[src/pwi_delay.sv]
// enable-gated delay line for data that rides beside a pipelined unit
module pwi_delay #(
	parameter int W = 8,
	parameter int N = 2
) (
	input  logic         clk,
	input  logic         arst_n,
	input  logic         en,
	input  logic [W-1:0] din,
	output logic [W-1:0] dout
);

	logic [W-1:0] tap_s [0:N-1];

	// shift one place per advancing cycle
	always_ff @(posedge clk or negedge arst_n) begin
		if (!arst_n) begin
			for (int i = 0; i < N; i++) begin
				tap_s[i] <= '0;
			end
		end else if (en) begin
			tap_s[0] <= din;
			for (int i = 1; i < N; i++) begin
				tap_s[i] <= tap_s[i-1];
			end
		end
	end

	assign dout = tap_s[N-1];

endmodule

[config.mk]
export PLATFORM = sky130hd
export DESIGN_NAME = pwi_delay
export DESIGN_NICKNAME = d
export VERILOG_FILES = /design/src/pwi_delay.sv
export SDC_FILE = /design/constraint.sdc
export NUM_CORES = 1
export LEC_CHECK = 0
export ABC_AREA = 1
export BUFFER_PORTS_ARGS = -buffer_cell sky130_fd_sc_hd__buf_2
export CAP_MARGIN = 10
export CORE_ASPECT_RATIO = 1.25
export CORE_UTILIZATION = 35
export DETAILED_ROUTE_END_ITERATION = 16
export PLACE_DENSITY = 0.56
export SETUP_SLACK_MARGIN = 0.02
export SLEW_MARGIN = 20
export SYNTH_ARGS = -nofsm -noshare
export SYNTH_HDL_FRONTEND = slang
export SYNTH_SLANG_ARGS = --single-unit
[constraint.sdc]
create_clock -name clk -period 0.8 [get_ports clk]
set_input_delay 0.04 -clock clk [delete_from_list [all_inputs] [get_ports clk]]
set_output_delay 0.04 -clock clk [all_outputs]
set_load 0.1 [all_outputs]
==> results of run 1 <==
metrics by stage:
step	instance area, um^2	setup WS (ns)	total power, mW	util, %	std cells
final	1040	-0.118	2.16	52.6	123
after global routing	1040	-0.157	2.27	52.6	123
after CTS	1040	-0.131	2.19	52.6	123
after detailed placement	885	0.163	1.69	44.6	105
after global placement	885	0.170	1.68	44.6	105
after floorplan	737	0.139	1.49	-	76
registers in the layout, summed over array words and instances (netlist names):
signal	flops
tap_s	8
dout	8
cells in the final DEF, fill, tap and decap left out:
cell,instances
buf_12,8
clkbuf_4,3
buf_2,10
dlygate4sd3_1,9
nand2_2,17
nand2_1,31
inv_8,1
dfrtp_1,16
buf_4,8
area by class of cell:
cell class | instances | area [um^2]
Fill cell | 203 | 940
Sequential cell | 16 | 400
Timing Repair Buffer | 35 | 360
Multi-Input combinational cell | 48 | 223
Tap cell | 20 | 25.0
Clock buffer | 3 | 22.5
Inverter | 1 | 11.3
Yosys cell counts, drive strengths merged:
library cell  number
nand2             48
inv                1
buf               11
dfrtp             16
cells by family after synthesis:
group	synth area share (%)
simple gates	30.2
flops	54.3
buf+inv	15.5
power by group:
group          leakage [nW]  internal, mW  switching [mW]
combinational         0.335         0.315           0.475
clock                0.0138         0.175           0.237
sequential            0.198         0.889          0.0682
worst reg2reg max path, cell delays in order (launching register included):
cell and delay, ns:
dfrtp_1 0.42, buf_4 0.15, nand2_2 0.06, nand2_2 0.04
worst paths after layout:
| kind | start | end | slack, ns | cells after the start |
|---|---|---|---|---|
| hold reg to reg | tap_s[8] | tap_s[8] | 0.48 | 2 |
| hold / removal | en | dout[5] | 0.07 | 3 |
| min in group asynchronous | arst_n | dout[5] | 0.19 | 2 |
| setup reg to reg | dout[6] | dout[6] | 0.04 | 3 |
| max in group asynchronous | arst_n | dout[7] | 0.35 | 2 |
| setup / recovery | dout[6] | dout[6] | -0.12 | 1 |
metal layers:
metal  vias to the layer above  share of wire (%)
met5                         -                  0
met4                         0                1.1
met3                         2                4.5
met2                        10                 49
met1                       228                 45
li1                        271                  -
timing repair:
action	4_1_cts	5_1_grt
endpoints found under the setup margin	8	11
hold buffers	9	0
endpoints found under the hold margin	24	0
setup buffers	6	0
==> results by group, run 1 <==
Outcome
  • Status: finished, violations left
  • Failing checks: setup timing

Finish
  • Ant diodes: 0
  • Area Overhead vs Synth: 41.4%
  • Share of layout cells above drive strength 1: a little under half
  • Final net count: 116

Clock network
  • Max clock buf depth: 2
  • TritonCTS clock tree: yes
  • H-tree lvl count: 1
  • Clk Tree Root Cell: clkbuf_4
  • Clock sinks: 16
  • Clock buffer count from CTS: 3
  • Clk_lat worst skew: 0.28 ns
  • CTS clock-pin slew for the worst setup and hold paths: about 0.09 ns
  • Resized cells post-CTS: 0

Global route
  • Met1 usage: approximately 15%
  • GR met3 Demand/Resource: 2.73%
  • GRT Total Usage: around 12%
  • Initial antenna violation count: 0
  • First-pass GRT wire length: 2.02 mm
  • Met2 global-route usage: 19.7%
  • Pin count of the biggest net entering global routing: 17
  • GR peak layer: met2
  • Global route total overflow: 0
  • Number of global-route vias before repair: about 460

Pwr
  • LEAKAGE: 0.547 nW
  • Power Dens Cells: 2070 mW/mm^2
  • Worst vdd ir: 0.00114 V

Synth
  • Syn nets: 87
  • Mapped Area: 737 um^2
  • Yosys cell types: 7
  • Post-Syn Area per Cell: 9.70 um^2
  • Sequential-to-total area share from yosys stat: 54.3%
  • Ys Warns: 0
  • Top cells by area, synth: dfrtp_1 54%, nand2_1 16%, nand2_2 14%, buf_4 8.1%, buf_6 3.1%
  • Synth area leader: dfrtp_1
  • Synth Instances: 76
  • Post-synth top area share: 54.3%
  • Post-synthesis register bit count: 16

Run
  • Max_cap viols: 0

Timing
  • Slew Viols, Final: 0
  • Setup tns final: -0.901 ns
  • Period Utilization, post-route: 115%
  • Slew of the pin with the lowest slew margin: 0.354 ns
  • Setup-failing EPs final: 8
  • Final worst slack: -0.118 ns
  • Hold Violations, Final: 0
  • F_max: 1.09 GHz
  • WHS: between 0.06 and 0.07 ns
  • RSZ-0062 raised after global routing: yes
  • Slew Limit Headroom: approximately three quarters
  • Crit path time final: 0.918 ns
  • Clk_skew: around 0.0006 ns

Routing
  • Routed Antenna Nets: 0
  • Pre-antenna DRT Iters: 4
  • Routed via count: 511
  • WL per Instance: 9.64 um
  • DRC viols: 0
  • Initial DRC Count: 7
  • WL final: around 1.2 mm
  • Vias per cell: 4.15

Worst setup path
  • Worst setup SP type: register
  • CP Cell Sequence: buf_12
  • Delay-heaviest family, CP: flip-flops
  • CP Data Arrival Time: just under 0.9 ns
  • Crit path largest cell delay: 0.42 ns
  • Critical path required time: 0.76 ns
  • WP buf/inv: 1
  • Setup Crit Path Kind: reg2out
  • CP max-delay cell: dfrtp_1
  • Crit Path Max Fanout: 2
  • Crit end category: output port

Floorplanning
  • Die X: roughly 43 um
  • DIE HEIGHT: 53.3 um
  • Starting Density: 37.2%
  • Top Ports: 19
  • Full die area: 0.00229 mm^2
  • Rows: 18
  • Core area: 0.00198 mm^2

Place
  • PortBufs: 18
  • DPL Wire Length: 748 um
  • Gpl congestion: 0.657

Min path
  • HP Class: in2reg
No activity file was read; power rests on OpenSTA's default activity.
==> run 2, diff against run 1 <==
CORE_MARGIN = 4   (was default)
HOLD_SLACK_MARGIN = 0.12   (was default)
PLACE_DENSITY = 0.54   (was 0.56)
clock period = 0.88 ns   (was 0.8 ns; I/O delays follow)
==> results by group, run 2 (synthesized netlist as in run 1, its figures left out) <==
Outcome
  • Status: finished, violations left
  • Failing checks: setup timing

Worst setup path
  • Critical path required time: approximately 0.84 ns
  • CP Data Arrival Time: 0.89 ns
  • Setup Crit Path Kind: reg2out
  • Crit path largest cell delay: 0.43 ns
  • Crit Reg-Reg Endpoint: dout[4]
  • WP buf/inv: 1
  • Path depth of the worst reg2reg path: 3
  • Delay-heaviest family, CP: flip-flops
  • CP max-delay cell: dfrtp_1
  • Worst setup SP type: register
  • Crit Path Max Fanout: 2
  • R2r setup slk: 0.12 ns
  • Reg2reg start: dout[4]
  • Crit end category: output port
  • CP Cell Sequence: buf_12

Timing
  • Setup tns final: -0.335 ns
  • Clk_skew: 0.00143 ns
  • Setup-failing EPs final: 8
  • Slew Limit Headroom: 75.2%
  • F_max: 1.07 GHz
  • WHS: 0.153 ns
  • Hold Violations, Final: 0
  • Crit path time final: 0.931 ns
  • Final worst slack: -0.0512 ns
  • Slew Viols, Final: 0
  • Slew of the pin with the lowest slew margin: 0.372 ns
  • Period Utilization, post-route: 106%
  • RSZ-0062 raised after global routing: yes

Place
  • Placed instance area: approximately 870 um^2
  • Gpl congestion: around 0.66
  • PortBufs: 18
  • DPL Wire Length: 784 um

Pwr
  • Worst vdd ir: 0.00100 V
  • Net Sw Frac: 34.9%
  • Power share of the combinational group: about a third
  • Total power draw: 2.07 mW
  • Internal power: about 1.3 mW
  • Clock share of power: 23.0%
  • Power Dens Cells: roughly 2000 mW/mm^2
  • LEAKAGE: 0.549 nW
  • Reg power frac: 42.2%
  • P_sw: roughly 0.72 mW

Floorplanning
  • Top Ports: 19
  • DIE HEIGHT: 59.3 um
  • Full die area: 0.00291 mm^2
  • Core area: 0.00198 mm^2
  • Starting Density: 37.2%
  • Rows: 18
  • Die X: just under 50 um

Global route
  • First-pass GRT wire length: 2.17 mm
  • Pin count of the biggest net entering global routing: 18
  • Global route total overflow: 0
  • Number of global-route vias before repair: 488
  • GRT Total Usage: 10.1%
  • Initial antenna violation count: 0

Routing
  • WL per Instance: 10.1 um
  • Routed Antenna Nets: 0
  • Initial DRC Count: 5
  • DRC viols: 0
  • Vias per cell: 4.27
  • Routed via count: 525
  • WL final: 1.24 mm
  • Pre-antenna DRT Iters: 4

Finish
  • Core Util, Final: between 50% and 60%
  • Share of layout cells above drive strength 1: a little under half
  • Ant diodes: 0
  • Commonest cells after routing, fill and taps aside: 31 x nand2_1, 17 x nand2_2, 16 x dfrtp_1
  • Commonest non-fill, non-tap cell in the layout: nand2_1
  • Final net count: approximately 120
  • Fin area: about 0.0010 mm^2
  • Area Overhead vs Synth: 42.3%

Clock network
  • Max clock buf depth: 2
  • Clock buffer count from CTS: 3
  • TritonCTS clock tree: yes
  • H-tree lvl count: 1
  • Clk_lat worst skew: around 0.28 ns
  • Clock sinks: 16
  • CTS clock-pin slew for the worst setup and hold paths: 0.09 ns
  • Clk Tree Root Cell: clkbuf_4
  • Resized cells post-CTS: 0

Min path
  • HP Class: in2reg
  • WHS Path Cells: 3
  • Hold Path End: tap_s[13]
  • Hold Startpoint: en

Run
  • Max_cap viols: 0
## run 2: area by class of cell
class / instances / area (um^2)
Multi-Input combinational cell: 48 / 223
Clock buffer: 4 / 36.3
Inverter: 1 / 11.3
Tap cell: 20 / 25.0
Sequential cell: 16 / 400
Timing Repair Buffer: 34 / 353
Fill cell: 194 / 933
## run 2: how the worst max path moves through the flow
stage / startpoint / end / slack, ns / cells after the start
3_5_place_dp: en / tap_s[8] / 0.15 / 4
2_1_floorplan: dout[0] / dout[0] / 0.22 / 1
6_report: dout[7] / dout[7] / -0.05 / 1
3_3_place_gp: en / tap_s[9] / 0.17 / 4
4_1_cts: dout[7] / dout[7] / -0.06 / 1
5_1_grt: dout[0] / dout[0] / -0.09 / 1
## run 2: metal layers
metal	wire length (um)	vias to the layer above	GRT usage [%]
li1	-	272	-
met1	550	239	12.8
met2	595	12	14.4
met3	79	2	3.27
met4	15	0	6.92
met5	0	-	0
## run 2: repair_timing
| item | 4_1_cts | 5_1_grt |
|---|---|---|
| setup buffers | 7 | 0 |
| endpoints found under the setup margin | 8 | 8 |
| endpoints found under the hold margin | 24 | 0 |
| hold buffers | 9 | 0 |
## run 2: through the flow
stage / setup slack, ns / std cells
6_report: -0.0512 / 123
5_1_grt: -0.0910 / 123
4_1_cts: -0.0647 / 123
3_5_place_dp: 0.147 / 103
3_3_place_gp: 0.167 / 103
2_1_floorplan: 0.215 / 76
## run 2: power by group through the flow
stage,sequential (mW),clock (mW),combinational (mW)
2_1_floorplan,0.860,0,0.498
3_3_place_gp,0.891,0,0.633
3_5_place_dp,0.893,0,0.636
4_1_cts,0.871,0.494,0.725
5_1_grt,0.881,0.533,0.754
6_report,0.872,0.476,0.719
